`config.mk`:
```
export PLATFORM = sky130hd
export DESIGN_NAME = serial_command_line_decoder_unit
export DESIGN_NICKNAME = d
export VERILOG_FILES = /design/src/design/scld_pkg.sv /design/src/design/scld_front.sv /design/src/design/scld_decode.sv /design/src/design/serial_command_line_decoder_unit.sv
export SDC_FILE = /design/constraint.sdc
export NUM_CORES = 1
export LEC_CHECK = 0
export ABC_AREA = 1
export BUFFER_PORTS_ARGS = -buffer_cell sky130_fd_sc_hd__buf_2
export CORE_AREA = 2 2 198 200
export DETAILED_ROUTE_END_ITERATION = 8
export DIE_AREA = 0 0 200 202
export PLACE_DENSITY = 0.83
export REMOVE_ABC_BUFFERS = 1
export SLEW_MARGIN = 20
export SYNTH_ARGS = -nofsm -noshare
export SYNTH_HDL_FRONTEND = slang
export SYNTH_SLANG_ARGS = --single-unit
```
`constraint.sdc`:
```
create_clock -name aclk -period 19.1 [get_ports aclk]
set_clock_uncertainty 0.05 [all_clocks]
set_input_delay 3.82 -clock aclk [delete_from_list [all_inputs] [get_ports aclk]]
set_output_delay 3.82 -clock aclk [all_outputs]
set_load 0.01 [all_outputs]
```
`src/design/scld_pkg.sv`:
```
`timescale 1ns / 1ps
`default_nettype none

package scld_pkg;

    // Only line positions 0 to 15 are ever decoded; slots above that are never read.
    localparam int STORE_DEPTH = 16;
    localparam int STORE_IDX_W = 4;
    localparam int TDATA_W     = 104;
    localparam int RESULT_W    = 101;

    localparam logic [7:0] CHAR_CR    = 8'h0D;
    localparam logic [7:0] CHAR_S     = "s";
    localparam logic [7:0] CHAR_Q     = "q";
    localparam logic [7:0] CHAR_Z     = "z";
    localparam logic [7:0] CHAR_A     = "a";
    localparam logic [7:0] CHAR_R     = "r";
    localparam logic [7:0] CHAR_P     = "p";
    localparam logic [7:0] CHAR_T     = "T";
    localparam logic [7:0] CHAR_ZERO  = "0";
    localparam logic [7:0] CHAR_ONE   = "1";

    typedef enum logic [2:0] {
        CMD_NONE         = 3'd0,
        CMD_STATE_QUERY  = 3'd1,
        CMD_CLOCK_READ   = 3'd2,
        CMD_CLOCK_SET    = 3'd3,
        CMD_ALARM_SET    = 3'd4,
        CMD_RADIO_OFF    = 3'd5,
        CMD_RADIO_ON     = 3'd6,
        CMD_INTERVAL_RUN = 3'd7
    } cmd_t;

    typedef logic [STORE_DEPTH-1:0][7:0] line_t;

    // Declared from the top bit down so the packed image matches the tdata layout.
    typedef struct packed {
        logic        manual_trigger;
        logic [16:0] shot_count;
        logic [15:0] interval_halfsec;
        logic [7:0]  second_field;
        logic [7:0]  minute_field;
        logic [7:0]  hour_field;
        logic [7:0]  weekday_field;
        logic [7:0]  day_field;
        logic [7:0]  month_field;
        logic [7:0]  year_field;
        cmd_t        command;
        logic [7:0]  echo_byte;
    } result_t;

    // Digit value with wrap, reduced to 8 bits.
    function automatic logic [7:0] digit8(input logic [7:0] ch);
        digit8 = ch - CHAR_ZERO;
    endfunction

    function automatic logic [7:0] two_digits(input logic [7:0] hi, input logic [7:0] lo);
        two_digits = (digit8(hi) << 3) + (digit8(hi) << 1) + digit8(lo);
    endfunction

endpackage

`default_nettype wire

```
`src/design/scld_front.sv`:
```
`timescale 1ns / 1ps
`default_nettype none

module scld_front #(
    parameter int LINE_DEPTH = 20
) (
    input  wire logic           aclk,
    input  wire logic           aresetn,
    input  wire logic           load,
    input  wire logic [7:0]     rx_byte,
    output scld_pkg::line_t     line,
    output logic [7:0]          byte_held
);
    import scld_pkg::*;

    localparam int SLOT_W = $clog2(LINE_DEPTH);

    line_t             line_reg;
    logic [7:0]        byte_reg;
    logic [SLOT_W-1:0] slot_reg;
    logic [SLOT_W-1:0] slot_next;
    logic [SLOT_W-1:0] cur_slot;

    // Wrap before the last slot is reached.
    assign cur_slot  = (slot_reg >= SLOT_W'(LINE_DEPTH - 1)) ? '0 : slot_reg;
    assign slot_next = (rx_byte == CHAR_CR) ? '0 : cur_slot + SLOT_W'(1);

    always_ff @(posedge aclk) begin
        if (!aresetn) begin
            line_reg <= '0;
            slot_reg <= '0;
        end else if (load) begin
            slot_reg <= slot_next;
            if (cur_slot < SLOT_W'(STORE_DEPTH)) begin
                line_reg[cur_slot[STORE_IDX_W-1:0]] <= rx_byte;
            end
        end
    end

    always_ff @(posedge aclk) begin
        if (load) begin
            byte_reg <= rx_byte;
        end
    end

    assign line      = line_reg;
    assign byte_held = byte_reg;

    a_slot_range: assert property (@(posedge aclk) disable iff (!aresetn)
        slot_reg <= SLOT_W'(LINE_DEPTH - 1))
        else $error("line pointer beyond last slot");

    a_cr_clears: assert property (@(posedge aclk) disable iff (!aresetn)
        load && rx_byte == CHAR_CR |=> slot_reg == '0)
        else $error("carriage return did not clear the line pointer");

endmodule

`default_nettype wire

```
`src/design/scld_decode.sv`:
```
`timescale 1ns / 1ps
`default_nettype none

module scld_decode (
    input  wire scld_pkg::line_t  line,
    input  wire logic [7:0]       byte_held,
    output scld_pkg::result_t     result
);
    import scld_pkg::*;

    logic [15:0] d6, d7, d8, d9;
    logic [16:0] d11, d12, d13, d14, d15;

    // Wrap of (byte - '0') is the same in any result width.
    assign d6  = {8'h00, line[6]} - 16'(CHAR_ZERO);
    assign d7  = {8'h00, line[7]} - 16'(CHAR_ZERO);
    assign d8  = {8'h00, line[8]} - 16'(CHAR_ZERO);
    assign d9  = {8'h00, line[9]} - 16'(CHAR_ZERO);
    assign d11 = {9'h000, line[11]} - 17'(CHAR_ZERO);
    assign d12 = {9'h000, line[12]} - 17'(CHAR_ZERO);
    assign d13 = {9'h000, line[13]} - 17'(CHAR_ZERO);
    assign d14 = {9'h000, line[14]} - 17'(CHAR_ZERO);
    assign d15 = {9'h000, line[15]} - 17'(CHAR_ZERO);

    always_comb begin
        result           = '0;
        result.command   = CMD_NONE;
        result.echo_byte = byte_held;
        if (byte_held == CHAR_CR) begin
            unique case (line[0])
                CHAR_S: result.command = CMD_STATE_QUERY;
                CHAR_Q: result.command = CMD_CLOCK_READ;
                CHAR_Z: begin
                    result.command       = CMD_CLOCK_SET;
                    result.year_field    = two_digits(line[1], line[2]);
                    result.month_field   = two_digits(line[3], line[4]);
                    result.day_field     = two_digits(line[5], line[6]);
                    result.weekday_field = digit8(line[7]);
                    result.hour_field    = two_digits(line[9], line[10]);
                    result.minute_field  = two_digits(line[11], line[12]);
                    result.second_field  = two_digits(line[13], line[14]);
                end
                CHAR_A: begin
                    result.command      = CMD_ALARM_SET;
                    result.hour_field   = two_digits(line[1], line[2]);
                    result.minute_field = two_digits(line[3], line[4]);
                end
                CHAR_R: begin
                    if (line[1] == CHAR_ZERO) begin
                        result.command = CMD_RADIO_OFF;
                    end else if (line[1] == CHAR_ONE) begin
                        result.command = CMD_RADIO_ON;
                    end
                end
                CHAR_P: begin
                    result.command = CMD_INTERVAL_RUN;
                    if (line[1] == CHAR_T) begin
                        result.manual_trigger = 1'b1;
                    end else begin
                        result.hour_field   = two_digits(line[1], line[2]);
                        result.minute_field = two_digits(line[3], line[4]);
                    end
                    result.interval_halfsec = d6 * 16'd1000 + d7 * 16'd100
                                            + d8 * 16'd10 + d9;
                    result.shot_count = d11 * 17'd10000 + d12 * 17'd1000
                                      + d13 * 17'd100 + d14 * 17'd10 + d15;
                end
                default: result.command = CMD_NONE;
            endcase
        end
    end

endmodule

`default_nettype wire

```
`src/design/serial_command_line_decoder_unit.sv`:
```
// A byte is held in the input register; its decode is registered to m_tdata.
// Throughput: one byte per cycle; the input register and result register form a
//   two-stage pipeline that stalls only when m_tready is low with both stages full.
// Reset (aresetn low, synchronous): line buffer cleared to zero, line pointer to slot 0,
//   both pipeline stages emptied.
`timescale 1ns / 1ps
`default_nettype none

module serial_command_line_decoder_unit #(
    parameter int LINE_DEPTH = 20
) (
    input  wire logic          aclk,
    input  wire logic          aresetn,
    input  wire logic          s_tvalid,
    output logic               s_tready,
    input  wire logic [7:0]    s_tdata,   // [7:0] rx_byte
    output logic               m_tvalid,
    input  wire logic          m_tready,
    // [7:0] echo_byte, [10:8] command, [18:11] year_field, [26:19] month_field,
    // [34:27] day_field, [42:35] weekday_field, [50:43] hour_field,
    // [58:51] minute_field, [66:59] second_field, [82:67] interval_halfsec,
    // [99:83] shot_count, [100] manual_trigger, [103:101] zero
    output logic [scld_pkg::TDATA_W-1:0] m_tdata
);
    import scld_pkg::*;

    logic    in_valid_reg, in_valid_next;
    logic    out_valid_reg, out_valid_next;
    result_t result_reg;
    result_t decoded;
    line_t   line;
    logic [7:0] byte_held;
    logic    load;
    logic    advance;

    assign advance  = in_valid_reg && (!out_valid_reg || m_tready);
    assign s_tready = !in_valid_reg || advance;
    assign load     = s_tvalid && s_tready;

    scld_front #(
        .LINE_DEPTH(LINE_DEPTH)
    ) u_front (
        .aclk      (aclk),
        .aresetn   (aresetn),
        .load      (load),
        .rx_byte   (s_tdata),
        .line      (line),
        .byte_held (byte_held)
    );

    scld_decode u_decode (
        .line      (line),
        .byte_held (byte_held),
        .result    (decoded)
    );

    always_comb begin
        in_valid_next = in_valid_reg;
        if (load) begin
            in_valid_next = 1'b1;
        end else if (advance) begin
            in_valid_next = 1'b0;
        end
        out_valid_next = out_valid_reg;
        if (advance) begin
            out_valid_next = 1'b1;
        end else if (m_tready) begin
            out_valid_next = 1'b0;
        end
    end

    always_ff @(posedge aclk) begin
        if (!aresetn) begin
            in_valid_reg  <= 1'b0;
            out_valid_reg <= 1'b0;
        end else begin
            in_valid_reg  <= in_valid_next;
            out_valid_reg <= out_valid_next;
        end
    end

    // Hold the result until the downstream transfer completes.
    always_ff @(posedge aclk) begin
        if (advance) begin
            result_reg <= decoded;
        end
    end

    assign m_tvalid = out_valid_reg;
    assign m_tdata  = {3'b000, result_reg};

    a_cmd_needs_cr: assert property (@(posedge aclk) disable iff (!aresetn)
        m_tvalid && result_reg.command != CMD_NONE |-> result_reg.echo_byte == CHAR_CR)
        else $error("command decoded on a byte other than carriage return");

    a_manual_program: assert property (@(posedge aclk) disable iff (!aresetn)
        m_tvalid && result_reg.manual_trigger |->
            result_reg.command == CMD_INTERVAL_RUN && result_reg.hour_field == '0
            && result_reg.minute_field == '0)
        else $error("manual trigger outside a manual program command");

    a_none_empty: assert property (@(posedge aclk) disable iff (!aresetn)
        m_tvalid && result_reg.command == CMD_NONE |->
            result_reg.year_field == '0 && result_reg.hour_field == '0
            && result_reg.shot_count == '0 && result_reg.interval_halfsec == '0)
        else $error("decoded fields set without a command");

    a_no_overrun: assert property (@(posedge aclk) disable iff (!aresetn)
        in_valid_reg && !advance |=> in_valid_reg && $stable(byte_held))
        else $error("held input byte overwritten before it was decoded");

endmodule

`default_nettype wire

```
After elaboration in Yosys (flattened, before gate mapping)

Index checks and enable logic that the tools add are counted.

Bits in registers: 244
Output and inout port bits: 106

Add/subtract/negate cells: 42
Multiply operators: 7
Magnitude comparators: 4
Equality and inequality tests: 11
Muxes and demuxes: 15
Reduce and logical (&&, ||, !) cells: 12

Operator list:

| cell                     | number |
|---|---|
| $bwmux W128              | 1 |
| $add A8 B8 Y8            | 12 |
| $sub A8 B6 Y9 const B    | 9 |
| $add A17 B17 Y17         | 4 |
| $eq A8 B7 Y1 const B     | 7 |
| $sub A8 B6 Y8 const B    | 7 |
| $add A16 B16 Y16         | 3 |
| $pmux W16 S3             | 1 |
| $sub A7 B6 Y7 const B    | 6 |
| $demux W8 S4             | 1 |
| $pmux W3 S6              | 1 |
| $mul A17 B10 Y13 const B | 1 |
| $mul A17 B3 Y16 const B  | 1 |
| $mul A17 B5 Y15 const B  | 1 |
| $mul A17 B7 Y14 const B  | 1 |
| $eq A8 B4 Y1 const B     | 2 |
| $eq A8 B6 Y1 const B     | 2 |
| $mul A16 B3 Y15 const B  | 1 |
| $mul A16 B5 Y14 const B  | 1 |
| $mul A16 B7 Y13 const B  | 1 |
| $mux W16                 | 1 |
| $mux W5                  | 2 |
| $mux W8                  | 1 |
| $mux W3                  | 2 |
| 11 further kinds         | 22 |

Longest topological paths before layout

Depth in word-level cells: 7
Depth in mapped cells: 37
Mapped depth without buffers: 37

Cells and area by module

A second synthesis with hierarchy kept.

Cells, all modules: 2510
Area, all modules: 21409.3 um^2

By module, submodules not included:

| module                           | times used | cells an instance | area each (um^2) |
|---|---|---|---|
| scld_decode                      | 1          | 1656              | 12635.9 |
| scld_front                       | 1          | 736               | 5619.1 |
| serial_command_line_decoder_unit | 1          | 118               | 3154.3 |

Worst setup path after synthesis

No wires, ideal clock.

Path type: input -> register
Start point: input port m_tready
End point: register result_reg (netlist bit m_tdata[0]) (enable)
Library setup time: 594 ps
Arrival: 8757 ps
Data required time: 18456 ps
Slack: 9699 ps
Stages on the path: 2
Buffers on the path: 0
Cell sequence: inv_1 > a21oi_1

Word-level cells in the longest chain between the ends: 2

Ends and longest elaborated chain:

| what                 | line                                   | text |
|---|---|---|
| from (decl)          | serial_command_line_decoder_unit.sv:18 | `input wire logic m_tready,` |
| $logic_or A1 B1 Y1   | serial_command_line_decoder_unit.sv:36 | `assign advance = in_valid_reg && (!out_valid_reg \|\| m_tready);` |
| $logic_and A1 B1 Y1  | serial_command_line_decoder_unit.sv:36 |  |
| named net advance    | serial_command_line_decoder_unit.sv:34 | `logic advance;` |
| to (signal assigned) | serial_command_line_decoder_unit.sv:85 | `result_reg <= decoded;` |
| to (decl)            | serial_command_line_decoder_unit.sv:29 | `result_t result_reg;` |

The timed path passes the listed nets, and every way through them passes these cells.
A chain may end at the register's enable or synchronous reset.

Final worst setup path

Start point: input port m_tready
End point: output port s_tready

Word-level cells in the longest chain between the ends: 3

Ends and longest elaborated chain:

| what                | line                                   | text |
|---|---|---|
| $logic_or A1 B1 Y1  | serial_command_line_decoder_unit.sv:36 |  |
| $logic_and A1 B1 Y1 | serial_command_line_decoder_unit.sv:36 |  |
| $logic_or A1 B1 Y1  | serial_command_line_decoder_unit.sv:37 | `assign s_tready = !in_valid_reg \|\| advance;` |
| to (decl)           | serial_command_line_decoder_unit.sv:15 | `output logic s_tready,` |

No other way between the ends.

==> impl_summary.log <==
[metrics] placed cells: 2954
[metrics] number of iterations in the first detailed-routing pass: 6
[metrics] required time of the critical path: 15.23 ns
[metrics] Cell variety after synth: 48
[metrics] warning count from the yosys run: 0
[metrics] pin count of the biggest net entering global routing: 128
[metrics] CTS tree: done
[metrics] Stages on worst setup path: 4
[metrics] starting density of the core: 54.3%
[metrics] CP endpoint kind: output pin
[metrics] Leakage Power: 0.0110 µW
[metrics] drt initial violations: 851
[metrics] Post-Syn Area per Cell: 8.79 µm²
[metrics] final period utilization: 42.9%
[metrics] R2R setup slack: 11.24 ns
[metrics] unrepaired setup endpoints after global routing: no
[metrics] delay of the slowest cell on the worst path: 0.16 ns
[metrics] Max clock buf depth: 3
[metrics] total of flip-flops plus latches after synthesis: 242
[metrics] number of buffer and inverter stages on the critical path: 3
[metrics] Port Buffers: 114
[metrics] Total Wirelength: 47.9 mm
[metrics] final weighted congestion of routability-driven global placement: 0.907
[metrics] primary flip-flop cell chosen by synthesis mapping: sky130_fd_sc_hd__dfxtp_1
[metrics] number of antenna diodes: 0
[metrics] I/O pin cnt: 118
[metrics] count of hold buffers inserted by post-cts repair: 0
[metrics] number of nets in the final layout: 2925
[metrics] Synth async-reset ratio: 0%
[metrics] final critical delay including setup and external delays: 8.19 ns
[metrics] Setup Fix Bufs, Post-CTS: 0
[metrics] Sum Neg Setup Slack: 0 ns
[metrics] number of cell rows: 72
[metrics] highest-delay cell along the critical path: sky130_fd_sc_hd__buf_2
[metrics] commonest non-fill, non-tap cell in the layout: sky130_fd_sc_hd__inv_1
[metrics] global-route wire length before repair: 78.2 mm
[metrics] critical path's top delay family: buffers and inverters
[metrics] Pwr Density: 52.5 nW/µm²
[metrics] maximum frequency from static timing analysis: 0.122 GHz
[metrics] end point of the critical path: s_tready
[metrics] number of slew-limit violations in the final report: 0
[metrics] synthesized netlist cell count: 2364
[metrics] Critical Path AT: 4.32 ns
[metrics] worst max-slew margin expressed relative to the limit: 25.9%
[metrics] fraction of final layout cells sized beyond drive strength 1: 7.72%
[metrics] final worst hold slack: 0.402 ns
[metrics] most numerous cell on the critical path: sky130_fd_sc_hd__buf_2
[metrics] area growth from synthesis to layout: 9.65%
[metrics] outcome: completed
[metrics] final standard cell area without fillers: 22800 µm²
[metrics] DP Area: 21800 µm²
[metrics] number of flops mapped to enable cells by yosys: 109
[metrics] sort of element at the start of the critical path: input port
[metrics] x dimension of the die: 200 µm
[metrics] worst skew pair latency: 0.58 ns
[metrics] number of buffers added by the clock tree synthesis step: 27
[metrics] launch point of the critical path: m_tready
[metrics] Die ar.: 40400 µm²
[metrics] all-layer global routing usage: 24.3%
[metrics] total vias in the final route: 15900
[metrics] final count of negative-setup-slack endpoints: 0
[metrics] number of global-route vias before repair: 16200
[metrics] number of antenna-violating nets in the routed design: 0
[metrics] worst reg2reg path endpoint: m_tdata[99]$_SDFFCE_PN0P_
[metrics] via density per instance: 5.29
[metrics] worst slew pin tran: 1.11 ns
[metrics] overall overflow remaining after global route: 0
[metrics] Remaining DRCs: 0
[metrics] commonest cells after routing, fill and taps aside: sky130_fd_sc_hd__inv_1, sky130_fd_sc_hd__ha_1, sky130_fd_sc_hd__a21oi_1, sky130_fd_sc_hd__nand2_1, sky130_fd_sc_hd__o21ai_0
[metrics] core footprint: 38300 µm²
[metrics] Root Buffer Master: sky130_fd_sc_hd__clkbuf_16
[metrics] average wire per standard cell: 15.9 µm
[metrics] worst hold path type: register to register
[metrics] netlist area before placement: 20800 µm²
[metrics] clock sink count: 242
[metrics] ordered cell list for the critical path: buf_2, inv_1, nand3_2, buf_2
[metrics] CP Max Fanout: 3
[metrics] Fin. Hold Viols: 0
[metrics] launch point of the worst reg-to-reg path: u_front.line[100]$_SDFFE_PN0P_
[metrics] number of flip-flops under the largest register name: 126
[metrics] vertical die dimension: 202 µm
[metrics] H-tree levels: 1
[metrics] utilization after layout: 59.5%
[metrics] largest vdd supply drop: 0.0000615 V
[metrics] clock edge transition at the registers on the reported setup and hold paths: 0.06 ns
[metrics] sequential element share of the synthesized area: 28.6%
[metrics] total of max-cap violations: 0
[metrics] Finished Layout Cells: 3004
[metrics] initial antenna violation count: 0
[metrics] detailed placement HPWL: 37.2 mm
[metrics] start-to-end type of the worst setup path: input port to output pin
[metrics] Reg2Reg Depth: 34
[metrics] quantity of gates resized following cts: 0
## stage by stage
stage,setup WS [ns],power (µW)
after floorplan,9.70,624
after global placement,10.96,652
after detailed placement,10.91,655
after CTS,10.90,1200
after global routing,10.70,1240
final,10.91,1200
## routing by layer
| metal | GRT usage (%) | vias up | share of wire [%] | wire length [µm] |
|---|---|---|---|---|
| li1 | - | 7737 | - | - |
| met1 | 29.1 | 7626 | 40 | 19100 |
| met2 | 43.0 | 404 | 50 | 24100 |
| met3 | 3.74 | 132 | 5.8 | 2790 |
| met4 | 10.4 | 0 | 4.0 | 1900 |
| met5 | 0 | - | 0 | 0 |
## cells in the mapped netlist (19+ instances only)
master	count	area share, %
sky130_fd_sc_hd__inv_1	554	10
sky130_fd_sc_hd__xnor2_1	62	2.6
sky130_fd_sc_hd__fa_1	175	17
sky130_fd_sc_hd__ha_1	273	16
sky130_fd_sc_hd__nand4_1	21	0.63
sky130_fd_sc_hd__clkbuf_1	27	0.49
sky130_fd_sc_hd__a21oi_1	223	5.4
sky130_fd_sc_hd__o21ai_0	188	4.5
sky130_fd_sc_hd__nor2_1	145	2.6
sky130_fd_sc_hd__xor2_1	69	2.9
sky130_fd_sc_hd__buf_2	19	0.46
sky130_fd_sc_hd__nand2_1	212	3.8
sky130_fd_sc_hd__edfxtp_1	109	16
sky130_fd_sc_hd__nand3_1	55	1.3
sky130_fd_sc_hd__dfxtp_1	133	13
## final cells by class
| type | instances | area, µm² |
|---|---|---|
| clock buffer | 39 | 806 |
| clock inverter | 11 | 140 |
| fill | 3193 | 15500 |
| inverter | 558 | 2090 |
| multi-input combinational | 1516 | 12600 |
| sequential | 242 | 5940 |
| tap | 518 | 648 |
| timing repair buffer | 120 | 616 |
## worst min-delay path by stage
stage                                   startpoint                             to  slack, ns  cells past startpoint
finish               u_front.line[45]$_SDFFE_PN0P_  u_front.line[45]$_SDFFE_PN0P_       0.40                      2
global route         u_front.line[45]$_SDFFE_PN0P_  u_front.line[45]$_SDFFE_PN0P_       0.42                      2
CTS                 u_front.byte_held[5]$_DFFE_PP_           m_tdata[5]$_DFFE_PP_       0.40                      0
detailed placement  u_front.byte_held[5]$_DFFE_PP_           m_tdata[5]$_DFFE_PP_       0.39                      0
global placement     u_front.line[81]$_SDFFE_PN0P_  u_front.line[81]$_SDFFE_PN0P_       0.39                      2
floorplan           u_front.byte_held[2]$_DFFE_PP_           m_tdata[2]$_DFFE_PP_       0.38                      0
## worst reg2reg max path, delay by kind of cell, from the launching register on
| kind | cells | cell delay (ns) |
|---|---|---|
| AOI/OAI and AO/OA | 6 | 0.95 |
| xor gates and xnor gates | 2 | 0.74 |
| buffers and inverters | 5 | 0.33 |
| and+or+nand+nor | 11 | 0.76 |
| adders and majority gates | 10 | 4.29 |
| DFF | 1 | 0.48 |
## where the power goes
group	internal, µW	total [µW]	leakage (µW)	switching (µW)
registers	554	560	0.00213	5.83
clock network	324	553	0.000469	229
logic	27.5	84.6	0.00842	57.1
total	905	1200	0.0110	292
## cells by family after synthesis
logic type	synth area share (%)
AOI/OAI and AO/OA	11.5
and+or+nand+nor	9.92
other	0.0180
buffers and inverters	11.2
xor gates and xnor gates	5.52
adders and majority gates	33.3
DFF	28.6
Note: power is estimated with default switching activity, not from simulation.
